## config.mk

```make
export PLATFORM = sky130hd
export DESIGN_NAME = pid_weighted_filtered_derivative_top
export DESIGN_NICKNAME = d
export VERILOG_FILES = /design/src/hdl/pwfd_pkg.sv /design/src/hdl/pid_weighted_filtered_derivative_top.sv
export SDC_FILE = /design/constraint.sdc
export NUM_CORES = 2
export LEC_CHECK = 0
export BUFFER_PORTS_ARGS = -buffer_cell sky130_fd_sc_hd__buf_4
export CORE_MARGIN = 2
export CORE_UTILIZATION = 40
export DETAILED_ROUTE_END_ITERATION = 7
export GPL_ROUTABILITY_DRIVEN = 0
export GPL_TIMING_DRIVEN = 0
export PLACE_DENSITY_LB_ADDON = 0.1
export SLEW_MARGIN = 10
export SYNTH_ARGS = -nofsm -noshare
export SYNTH_HDL_FRONTEND = slang
export SYNTH_SLANG_ARGS = --single-unit
```

## constraint.sdc

```tcl
create_clock -name clk -period 11.25 [get_ports clk]
set_input_delay 3.375 -clock clk [delete_from_list [all_inputs] [get_ports clk]]
set_output_delay 3.375 -clock clk [all_outputs]
set_load 0.005 [all_outputs]
```

## src/hdl/pwfd_pkg.sv

```systemverilog
`timescale 1ns / 1ps
`default_nettype none

package pwfd_pkg;

	// Sequencer states, one-hot
	typedef enum logic [7:0] {
		S_IDLE = 8'b0000_0001,
		S_M1   = 8'b0000_0010,
		S_M2   = 8'b0000_0100,
		S_M3   = 8'b0000_1000,
		S_M4   = 8'b0001_0000,
		S_M5   = 8'b0010_0000,
		S_M6   = 8'b0100_0000,
		S_SUM  = 8'b1000_0000
	} state_t;

	// Configuration register indexes
	localparam int unsigned CFG_IDX_W = 4;
	typedef logic [CFG_IDX_W-1:0] cfg_idx_t;

	localparam cfg_idx_t REG_PROP_GAIN       = 4'd0;
	localparam cfg_idx_t REG_INTEG_GAIN      = 4'd1;
	localparam cfg_idx_t REG_SETPOINT_WEIGHT = 4'd2;
	localparam cfg_idx_t REG_DERIV_POLE      = 4'd3;
	localparam cfg_idx_t REG_DERIV_SCALE     = 4'd4;
	localparam cfg_idx_t REG_REVERSE_DIR     = 4'd5;
	localparam cfg_idx_t REG_INTEG_LIMIT     = 4'd6;
	localparam cfg_idx_t REG_OUT_LIMIT       = 4'd7;

	// Reset values
	localparam logic [30:0] PROP_GAIN_RST       = 31'd65536;
	localparam logic [30:0] SETPOINT_WEIGHT_RST = 31'd65536;

endpackage

`default_nettype wire

```

## src/hdl/pid_weighted_filtered_derivative_top.sv

```systemverilog
// After acceptance the sequencer steps through M1 to M6 and SUM and loads the drive
// result into the output register in SUM, where it waits while out_stall holds a finished
// result; no new item is taken before then. One shared 32x32 multiplier forms the five
// products of an item in turn. in_stall is high from acceptance until the result is loaded
// into the output register. Reset (arst_n low) clears the integral, the derivative filter,
// the previous measurement, the state and out_valid, and loads the configuration defaults.
`timescale 1ns / 1ps
`default_nettype none

module pid_weighted_filtered_derivative_top (
	input  wire logic               clk,
	input  wire logic               arst_n,
	// configuration
	input  wire logic               cfg_valid,
	output logic                    cfg_ready,
	input  wire pwfd_pkg::cfg_idx_t cfg_index,
	input  wire logic [31:0]        cfg_data,
	// input channel
	input  wire logic               in_valid,
	output logic                    in_stall,
	input  wire logic signed [31:0] reference,
	input  wire logic signed [31:0] measured,
	// output channel
	output logic                    out_valid,
	input  wire logic               out_stall,
	output logic signed [31:0]      drive
);

	// Saturate a 48-bit signed value to 32 bits
	function automatic logic signed [31:0] sat32(input logic signed [47:0] v);
		logic signed [31:0] r;
		if (!v[47] && (|v[46:31]))
			r = 32'sh7FFF_FFFF;
		else if (v[47] && !(&v[46:31]))
			r = 32'sh8000_0000;
		else
			r = v[31:0];
		return r;
	endfunction

	// Saturating negate
	function automatic logic signed [31:0] negsat(input logic signed [31:0] x);
		logic signed [47:0] n;
		n = -48'(x);
		return sat32(n);
	endfunction

	// Symmetric clamp to +/- lim
	function automatic logic signed [31:0] clampsym(input logic signed [31:0] v,
			input logic [30:0] lim);
		logic signed [32:0] vp;
		logic signed [32:0] lp;
		logic signed [31:0] r;
		vp = 33'(v);
		lp = $signed({2'b00, lim});
		if (vp > lp)
			r = lp[31:0];
		else if (vp < -lp)
			r = 32'(-lp);
		else
			r = v;
		return r;
	endfunction

	// Configuration registers
	logic [30:0]        prop_gain_q;
	logic [30:0]        integ_gain_q;
	logic [30:0]        setpoint_weight_q;
	logic [16:0]        deriv_pole_q;
	logic signed [31:0] deriv_scale_q;
	logic               reverse_dir_q;
	logic [30:0]        integ_limit_q;
	logic [30:0]        out_limit_q;

	// Controller state
	pwfd_pkg::state_t   state_q;
	logic signed [31:0] integ_acc_q;
	logic signed [31:0] deriv_acc_q;
	logic signed [31:0] prev_meas_q;

	// Per-item working registers
	logic signed [31:0] ref_q;
	logic signed [31:0] meas_q;
	logic signed [31:0] err_q;
	logic signed [31:0] dmeas_q;
	logic signed [31:0] perr_q;
	logic signed [31:0] pterm_q;
	logic signed [31:0] dpole_q;
	logic signed [63:0] prod_q;

	// Output register
	logic               out_valid_q;
	logic signed [31:0] drive_q;

	// Shared multiplier operands
	logic signed [31:0] mul_a;
	logic signed [31:0] mul_b;
	logic signed [31:0] mq;
	logic signed [31:0] err_c;
	logic signed [31:0] dmeas_c;
	logic signed [31:0] perr_c;
	logic signed [31:0] integ_c;
	logic signed [31:0] u_c;
	logic               in_acc;
	logic               out_free;

	assign cfg_ready = 1'b1;
	assign in_stall  = (state_q != pwfd_pkg::S_IDLE);
	assign out_valid = out_valid_q;
	assign drive     = drive_q;
	assign in_acc    = in_valid && !in_stall;
	assign out_free  = !out_valid_q || !out_stall;

	// Configuration writes
	always_ff @(posedge clk or negedge arst_n) begin
		if (!arst_n) begin
			prop_gain_q       <= pwfd_pkg::PROP_GAIN_RST;
			integ_gain_q      <= '0;
			setpoint_weight_q <= pwfd_pkg::SETPOINT_WEIGHT_RST;
			deriv_pole_q      <= '0;
			deriv_scale_q     <= '0;
			reverse_dir_q     <= 1'b0;
			integ_limit_q     <= '0;
			out_limit_q       <= '0;
		end else if (cfg_valid && cfg_ready) begin
			case (cfg_index)
				pwfd_pkg::REG_PROP_GAIN:       prop_gain_q       <= cfg_data[30:0];
				pwfd_pkg::REG_INTEG_GAIN:      integ_gain_q      <= cfg_data[30:0];
				pwfd_pkg::REG_SETPOINT_WEIGHT: setpoint_weight_q <= cfg_data[30:0];
				pwfd_pkg::REG_DERIV_POLE:      deriv_pole_q      <= cfg_data[16:0];
				pwfd_pkg::REG_DERIV_SCALE:     deriv_scale_q     <= $signed(cfg_data);
				pwfd_pkg::REG_REVERSE_DIR:     reverse_dir_q     <= cfg_data[0];
				pwfd_pkg::REG_INTEG_LIMIT:     integ_limit_q     <= cfg_data[30:0];
				pwfd_pkg::REG_OUT_LIMIT:       out_limit_q       <= cfg_data[30:0];
				default: ;
			endcase
		end
	end

	// Error and measurement change at acceptance
	always_comb begin
		err_c   = sat32(48'(reference) - 48'(measured));
		dmeas_c = sat32(48'(measured) - 48'(prev_meas_q));
		if (reverse_dir_q)
			err_c = negsat(err_c);
	end

	// Product of the previous cycle, floor-shifted and saturated
	assign mq = sat32(prod_q[63:16]);

	// Terms formed from the registered product
	always_comb begin
		perr_c = sat32(48'(mq) - 48'(meas_q));
		if (reverse_dir_q)
			perr_c = negsat(perr_c);
		integ_c = clampsym(sat32(48'(integ_acc_q) + 48'(mq)), integ_limit_q);
		u_c     = clampsym(sat32(48'(pterm_q) + 48'(integ_acc_q) + 48'(deriv_acc_q)),
			out_limit_q);
	end

	// Operand select for the shared multiplier
	always_comb begin
		mul_a = '0;
		mul_b = '0;
		case (state_q)
			pwfd_pkg::S_M1: begin
				mul_a = $signed({1'b0, setpoint_weight_q});
				mul_b = ref_q;
			end
			pwfd_pkg::S_M2: begin
				mul_a = $signed({1'b0, integ_gain_q});
				mul_b = err_q;
			end
			pwfd_pkg::S_M3: begin
				mul_a = $signed({1'b0, prop_gain_q});
				mul_b = perr_q;
			end
			pwfd_pkg::S_M4: begin
				mul_a = deriv_acc_q;
				mul_b = $signed({15'd0, deriv_pole_q});
			end
			pwfd_pkg::S_M5: begin
				mul_a = deriv_scale_q;
				mul_b = dmeas_q;
			end
			default: ;
		endcase
	end

	// Shared multiplier output register
	always_ff @(posedge clk) begin
		prod_q <= mul_a * mul_b;
	end

	// Sequencer and state update
	always_ff @(posedge clk or negedge arst_n) begin
		if (!arst_n) begin
			state_q     <= pwfd_pkg::S_IDLE;
			integ_acc_q <= '0;
			deriv_acc_q <= '0;
			prev_meas_q <= '0;
			out_valid_q <= 1'b0;
		end else begin
			// Output register: load a finished result or drop a taken one
			if (state_q == pwfd_pkg::S_SUM && out_free)
				out_valid_q <= 1'b1;
			else if (out_valid_q && !out_stall)
				out_valid_q <= 1'b0;
			case (state_q)
				pwfd_pkg::S_IDLE: begin
					if (in_acc) begin
						prev_meas_q <= measured;
						state_q     <= pwfd_pkg::S_M1;
					end
				end
				pwfd_pkg::S_M1: state_q <= pwfd_pkg::S_M2;
				pwfd_pkg::S_M2: state_q <= pwfd_pkg::S_M3;
				pwfd_pkg::S_M3: begin
					integ_acc_q <= integ_c;
					state_q     <= pwfd_pkg::S_M4;
				end
				pwfd_pkg::S_M4: state_q <= pwfd_pkg::S_M5;
				pwfd_pkg::S_M5: state_q <= pwfd_pkg::S_M6;
				pwfd_pkg::S_M6: begin
					deriv_acc_q <= sat32(48'(dpole_q) + 48'(mq));
					state_q     <= pwfd_pkg::S_SUM;
				end
				pwfd_pkg::S_SUM: begin
					if (out_free)
						state_q <= pwfd_pkg::S_IDLE;
				end
				default: state_q <= pwfd_pkg::S_IDLE;
			endcase
		end
	end

	// Working data registers
	always_ff @(posedge clk) begin
		if (in_acc) begin
			ref_q   <= reference;
			meas_q  <= measured;
			err_q   <= err_c;
			dmeas_q <= dmeas_c;
		end
		if (state_q == pwfd_pkg::S_M2)
			perr_q <= perr_c;
		if (state_q == pwfd_pkg::S_M4)
			pterm_q <= mq;
		if (state_q == pwfd_pkg::S_M5)
			dpole_q <= mq;
		if (state_q == pwfd_pkg::S_SUM && out_free)
			drive_q <= u_c;
	end

	// Checks
	a_state_onehot: assert property (@(posedge clk) disable iff (!arst_n)
		$onehot(state_q))
		else $error("sequencer state not one-hot");

	a_accept_starts: assert property (@(posedge clk) disable iff (!arst_n)
		in_valid && !in_stall |=> state_q == pwfd_pkg::S_M1)
		else $error("accepted transaction did not start the sequence");

	a_sum_waits: assert property (@(posedge clk) disable iff (!arst_n)
		state_q == pwfd_pkg::S_SUM && out_valid_q && out_stall
		|=> state_q == pwfd_pkg::S_SUM && out_valid_q)
		else $error("result overwritten while output stalled");

	a_drive_limit: assert property (@(posedge clk) disable iff (!arst_n)
		out_valid_q |-> (33'(drive_q) <= $signed({2'b00, out_limit_q}))
			&& (33'(drive_q) >= -$signed({2'b00, out_limit_q})))
		else $error("drive outside output limit");

endmodule

`default_nettype wire

```

=== Word level (Yosys, flattened, before mapping) ===
Cells that the tools add are included.

* Input bits: 105
* Output and inout port bits: 35
* Flip-flop bits (word level): 630

* Add/sub/neg operators: 11
* Multiplexer cells: 30
* Equal/unequal tests: 18
* Multiply operators: 1
* Magnitude comparators: 4
* Reductions and logical operators: 73

{| class="wikitable"
|+ Operators by type and width
! operator !! number
|-
| two-way mux 32 bit || 22
|-
| one-hot mux 32 bit (5 select lines) || 2
|-
| AND reduction 16 bit || 9
|-
| OR reduction 16 bit || 9
|-
| adder 32 x 32 -> 33 bit || 3
|-
| subtractor 32 x 32 -> 33 bit || 3
|-
| negator 32 -> 48 bit || 2
|-
| less-than comparator 32 x 33 -> 1 bit || 2
|-
| negator 31 -> 33 bit || 2
|-
| greater-than comparator 32 bit || 2
|-
| multiplier 32 x 32 -> 64 bit || 1
|-
| one-hot mux 8 bit (8 select lines) || 1
|-
| adder 33 x 32 -> 34 bit || 1
|-
| two-way mux 31 bit || 1
|-
| logical AND 1 bit || 21
|-
| zero test 1 bit || 21
|-
| AND reduction 2 bit || 10
|-
| equality test 4 x 3 -> 1 bit (second input constant) || 4
|-
| two-way mux 8 bit || 2
|-
| equality test 4 x 2 -> 1 bit (second input constant) || 2
|-
| equality test 8 x 1 -> 1 bit (second input constant) || 1
|-
| equality test 8 x 2 -> 1 bit (second input constant) || 1
|-
| equality test 8 x 3 -> 1 bit (second input constant) || 1
|-
| equality test 8 x 4 -> 1 bit (second input constant) || 1
|-
| 11 further kinds || 13
|}

=== Longest topological paths before layout ===
* Word-level depth: 18
* Depth in mapped cells: 39

=== Least setup slack after synthesis ===
OpenSTA, ideal clock, no wires.

* Path type: register -> register
* Start point: register state_q[1]
* End point: register prod_q[61]
* Library setup time: 0.123 ns
* Data required time: 11.127 ns
* Stages on the path, launching flop included: 33
* Data arrival time: 10.439 ns
* Path slack: 0.687 ns
* Cells stage by stage: dfrtp_1 > nor4_1 > and3_1 > clkbuf_1 > clkbuf_1 > buf_1 > a222oi_1 > nand2_1 > clkbuf_1 > nand2_1 > fa_1 > fa_1 > inv_1 > fa_1 > fa_1 > inv_1 > fa_1 > inv_1 > fa_1 > inv_1 > fa_1 > fa_1 > inv_1 > ha_1 > nand3_1 > o21ai_0 > a21oi_1 > o21bai_1 > a21oi_1 > o21ai_0 > a211oi_1 > o21bai_1 > xor2_1

* Longest elaborated chain between the ends: 3
* Elaborated cells between the ends (all ways): 8
* Classes of those cells: mul: 1; eq/ne: 5; mux: 2

{| class="wikitable"
|+ RTL lines
! element !! RTL line !! RTL
|-
| start, declared || pid_weighted_filtered_derivative_top.sv:76 || <nowiki>pwfd_pkg::state_t state_q;</nowiki>
|-
| start signal, assigned || pid_weighted_filtered_derivative_top.sv:198 || <nowiki>state_q <= pwfd_pkg::S_IDLE;</nowiki>
|-
| start signal, assigned || pid_weighted_filtered_derivative_top.sv:213 || <nowiki>state_q <= pwfd_pkg::S_M1;</nowiki>
|-
| start signal, assigned || pid_weighted_filtered_derivative_top.sv:216 || <nowiki>pwfd_pkg::S_M1: state_q <= pwfd_pkg::S_M2;</nowiki>
|-
| equality test 8 x 6 -> 1 bit (tied with other cells) || pid_weighted_filtered_derivative_top.sv:165 || <nowiki>case (state_q)</nowiki>
|-
| one-hot mux 32 bit (5 select lines) || pid_weighted_filtered_derivative_top.sv:165 ||
|-
| multiplier 32 x 32 -> 64 bit * || pid_weighted_filtered_derivative_top.sv:192 || <nowiki>prod_q <= mul_a * mul_b;</nowiki>
|-
| end signal, assigned || pid_weighted_filtered_derivative_top.sv:192 ||
|-
| end, declared || pid_weighted_filtered_derivative_top.sv:89 || <nowiki>logic signed [63:0] prod_q;</nowiki>
|}

Every way passes the cells marked *; elsewhere a longest branch is shown, timed or not.
A chain may end at the register's enable or synchronous reset.

=== Final worst setup path ===
* Start point: register state_q[5]
* End point: register prod_q[45]

The elaborated chain is that of the path after synthesis.

==> results.cfg <==
[synthesis]
synth.cell_area_mm2 = 0.07809
syn_inst = 8506
yosys_warnings = 0
synth_edf_count = 256
synth-seq-cells = 614
async_flop_share_pct = 50.49
syn_area_per_cell_um2 = 9.181
synth-seq-area-share_pct = 21.01
ys_types = 99
synth_nets = 10230
synth_top_area_share_pct = 28.69
synth_common_cells = 1315 x inv_1, 1119 x fa_1, 1004 x nand2_1
synth-main-ff-cell = dfrtp_1
yosysTopAreaCell = fa_1
yosysMostFrequentCell = inv_1
synth.area.top_cells = fa_1 29%, edfxtp_1 9.8%, dfrtp_1 9.8%

[global_route]
antenna_found_initial = 31
grt_max_degree = 94
gr-usage-all-layers_pct = 33.93
grt_overflow = 0
grt_pass1_wl_mm = 482.2
grt_pass1_vias = 66760

[setup_path]
worstRegToRegCells = 30
crit_slowest_cell = clkbuf_2
required_ps = 11800
cp-end-kind = flop
crit_top_cell = fa_1
cpPeakStageDelay_ps = 600
cp.arrival_ps = 11700
crit_fanout = 10
rr_startpoint = state_q[5]$_DFFE_PN0P_
startpoint_type = flop
r2r-end = prod_q[45]$_DFF_P_
rrSetupSlack_ps = 100
path_class = reg2reg

[sta]
period_share_pct = 99.11
slew-limit-headroom_pct = 10.10
finalSetupViolations = 0
fmax_mhz = 89.69
rsz0062_at_grt = false
hold_viol_final = 0
slew_viol_final = 0
period_needed_ps = 11150
final.setup.worst_slack_ps = 100.4
fin_setup_tns_ps = 0
finalClockSkew_ps = 20.67
worst_slew_pin_slew_ps = 1332

[clock_tree]
cts_sinks = 614
path_clk_slew_ps = 60
cts_tree = yes
clock_path_buffers = 3
numCtsBuffers = 76
cts-root-buf = clkbuf_16
h-tree-depth = 3
cts.hold.buffers_added = 0
clk_latency_ps = 690

[final_layout]
final_layout_size_suffix_gt1_share_pct = 9.164
area_growth_pct = 11.23
fin_cells = 11400
final_nets = 10500

[route]
wire_per_inst_um = 29.54
drc = 0
wl_met1_mm = 137.8
vias = 67150
drtIter0Drc = 7215
ant_nets = 0
dr_wl_met2_mm = 142.0
finalWirelength_mm = 336.7
highest_layer = met5
vias_per_cell = 5.892
dr.pass1.iters = 6
wl_met3_mm = 35.79

[placed_design]
portBuffers = 138
dpl.cell_count = 11250
dp_hpwl_mm = 277.8
pre_cts_slack_ps = -3694

[flow_run]
maxCapViolCount = 0

[status]
status = finished, final reports clean

[floorplanning]
ios = 140
start_util_pct = 40.17
row_count = 162
core_mm2 = 0.1944
dieArea_mm2 = 0.1988
die_w_um = 445.8
dieHeight_um = 445.8

[min_path]
holdPathEnd = prop_gain_q[15]$_DFFE_PN0P_
min_path_cells = 1
hp-start = prop_gain_q[15]$_DFFE_PN0P_
hold_class = reg2reg
final cells by class:
class | instances | area, µm²
Buffer | 374 | 1732
Clock inverter | 39 | 515.5
Tap cell | 2542 | 3181
Multi-Input combinational cell | 6177 | 55970
Clock buffer | 102 | 2123
Timing Repair Buffer | 216 | 1942
Inverter | 1317 | 4951
Fill cell | 19080 | 107500
Antenna cell | 15 | 37.54
Sequential cell | 614 | 16410
layout by cell type, fill, tap and decap left out, types with 26 or more instances in the layout:
cell,instances
inv_1,1313
nand4_1,71
nand2_1,1002
clkbuf_16,79
nor2_1,781
xor2_1,80
a31oi_1,31
clkbuf_2,99
nor3_1,93
fa_1,1116
and2_1,39
maj3_1,106
mux2_2,149
nor2b_1,39
clkbuf_1,221
xnor2_1,192
nand3_1,95
a21o_1,183
dfrtp_1,307
a211oi_1,42
a21oi_1,389
o21ai_0,359
edfxtp_1,256
nor4_1,26
o21a_1,81
dfxtp_1,48
clkbuf_4,29
o21bai_1,36
or3_1,41
a221o_1,37
nand2b_1,55
a221oi_2,34
buf_4,184
and3_1,38
a22oi_1,52
ha_1,502
routing by layer:
layer	track usage [%]	up-vias
met1	46.17	33940
met3	8.624	742
li1	-	28680
met5	0	-
met4	18.20	14
met2	49.46	3774
worst max-delay path by stage:
stage,start,to
floorplan,state_q[1]$_DFFE_PN0P_,prod_q[61]$_DFF_P_
global placement,state_q[1]$_DFFE_PN0P_,prod_q[61]$_DFF_P_
detailed placement,state_q[1]$_DFFE_PN0P_,prod_q[61]$_DFF_P_
CTS,state_q[5]$_DFFE_PN0P_,prod_q[61]$_DFF_P_
global route,state_q[3]$_DFFE_PN0P_,prod_q[62]$_DFF_P_
finish,state_q[5]$_DFFE_PN0P_,prod_q[45]$_DFF_P_
worst max-delay path, delay by kind of cell, from the launching register on:
family                   cells  cell delay, ps
AO/OA/AOI/OAI                7            2440
XOR/XNOR                     1             340
adder cells (fa/ha/maj)      9            4580
buffers and inverters        8            2120
flip-flops                   1             370
AND/OR/NAND/NOR              5            1080
sequential cells by signal, summed over array words and instances (netlist names), 8 cells and up:
| name | flops |
|---|---|
| out_limit_q | 31 |
| drive | 32 |
| state_q | 8 |
| deriv_scale_q | 32 |
| integ_gain_q | 31 |
| prev_meas_q | 32 |
| prop_gain_q | 31 |
| meas_q | 32 |
| deriv_pole_q | 17 |
| dmeas_q | 32 |
| prod_q | 48 |
| integ_acc_q | 32 |
| dpole_q | 32 |
| perr_q | 32 |
| ref_q | 32 |
| integ_limit_q | 31 |
| deriv_acc_q | 32 |
| setpoint_weight_q | 31 |
| pterm_q | 32 |
| err_q | 32 |
cells by family (layout without fill, tap and decap cells):
family                     after synthesis  after routing  share of synthesized area [%]
AOI/OAI and AO/OA                     1611           1611                          13.74
buffers and inverters                 1715           2048                          8.274
xor gates and xnor gates               273            273                          3.062
muxes                                  173            173                          2.456
adders and majority gates             1728           1728                          38.10
other                                    1             16                       0.004802
DFF                                    614            614                          21.01
and+or+nand+nor                       2391           2391                          13.34
metrics by stage:
| stage | area, µm² | hold slack (ps) | util (%) |
|---|---|---|---|
| 3_5_place_dp | 83440 | 491.0 | 42.93 |
| 5_1_grt | 86820 | 510.0 | 44.67 |
| 4_1_cts | 86430 | 503.7 | 44.46 |
| 2_1_floorplan | 78090 | 470.6 | - |
| 3_3_place_gp | 82310 | 479.8 | 42.34 |
| 6_report | 86860 | 500.8 | 44.68 |
repair_timing:
item | 4_1_cts | 5_1_grt
resized for setup | 175 | 163
setup buffers | 5 | 14
endpoints found under the setup margin | 48 | 57
pin swaps | 1 | 3
Power is not shown: default switching activity piles up to over one toggle a cycle in this logic, so the estimate is an artifact.
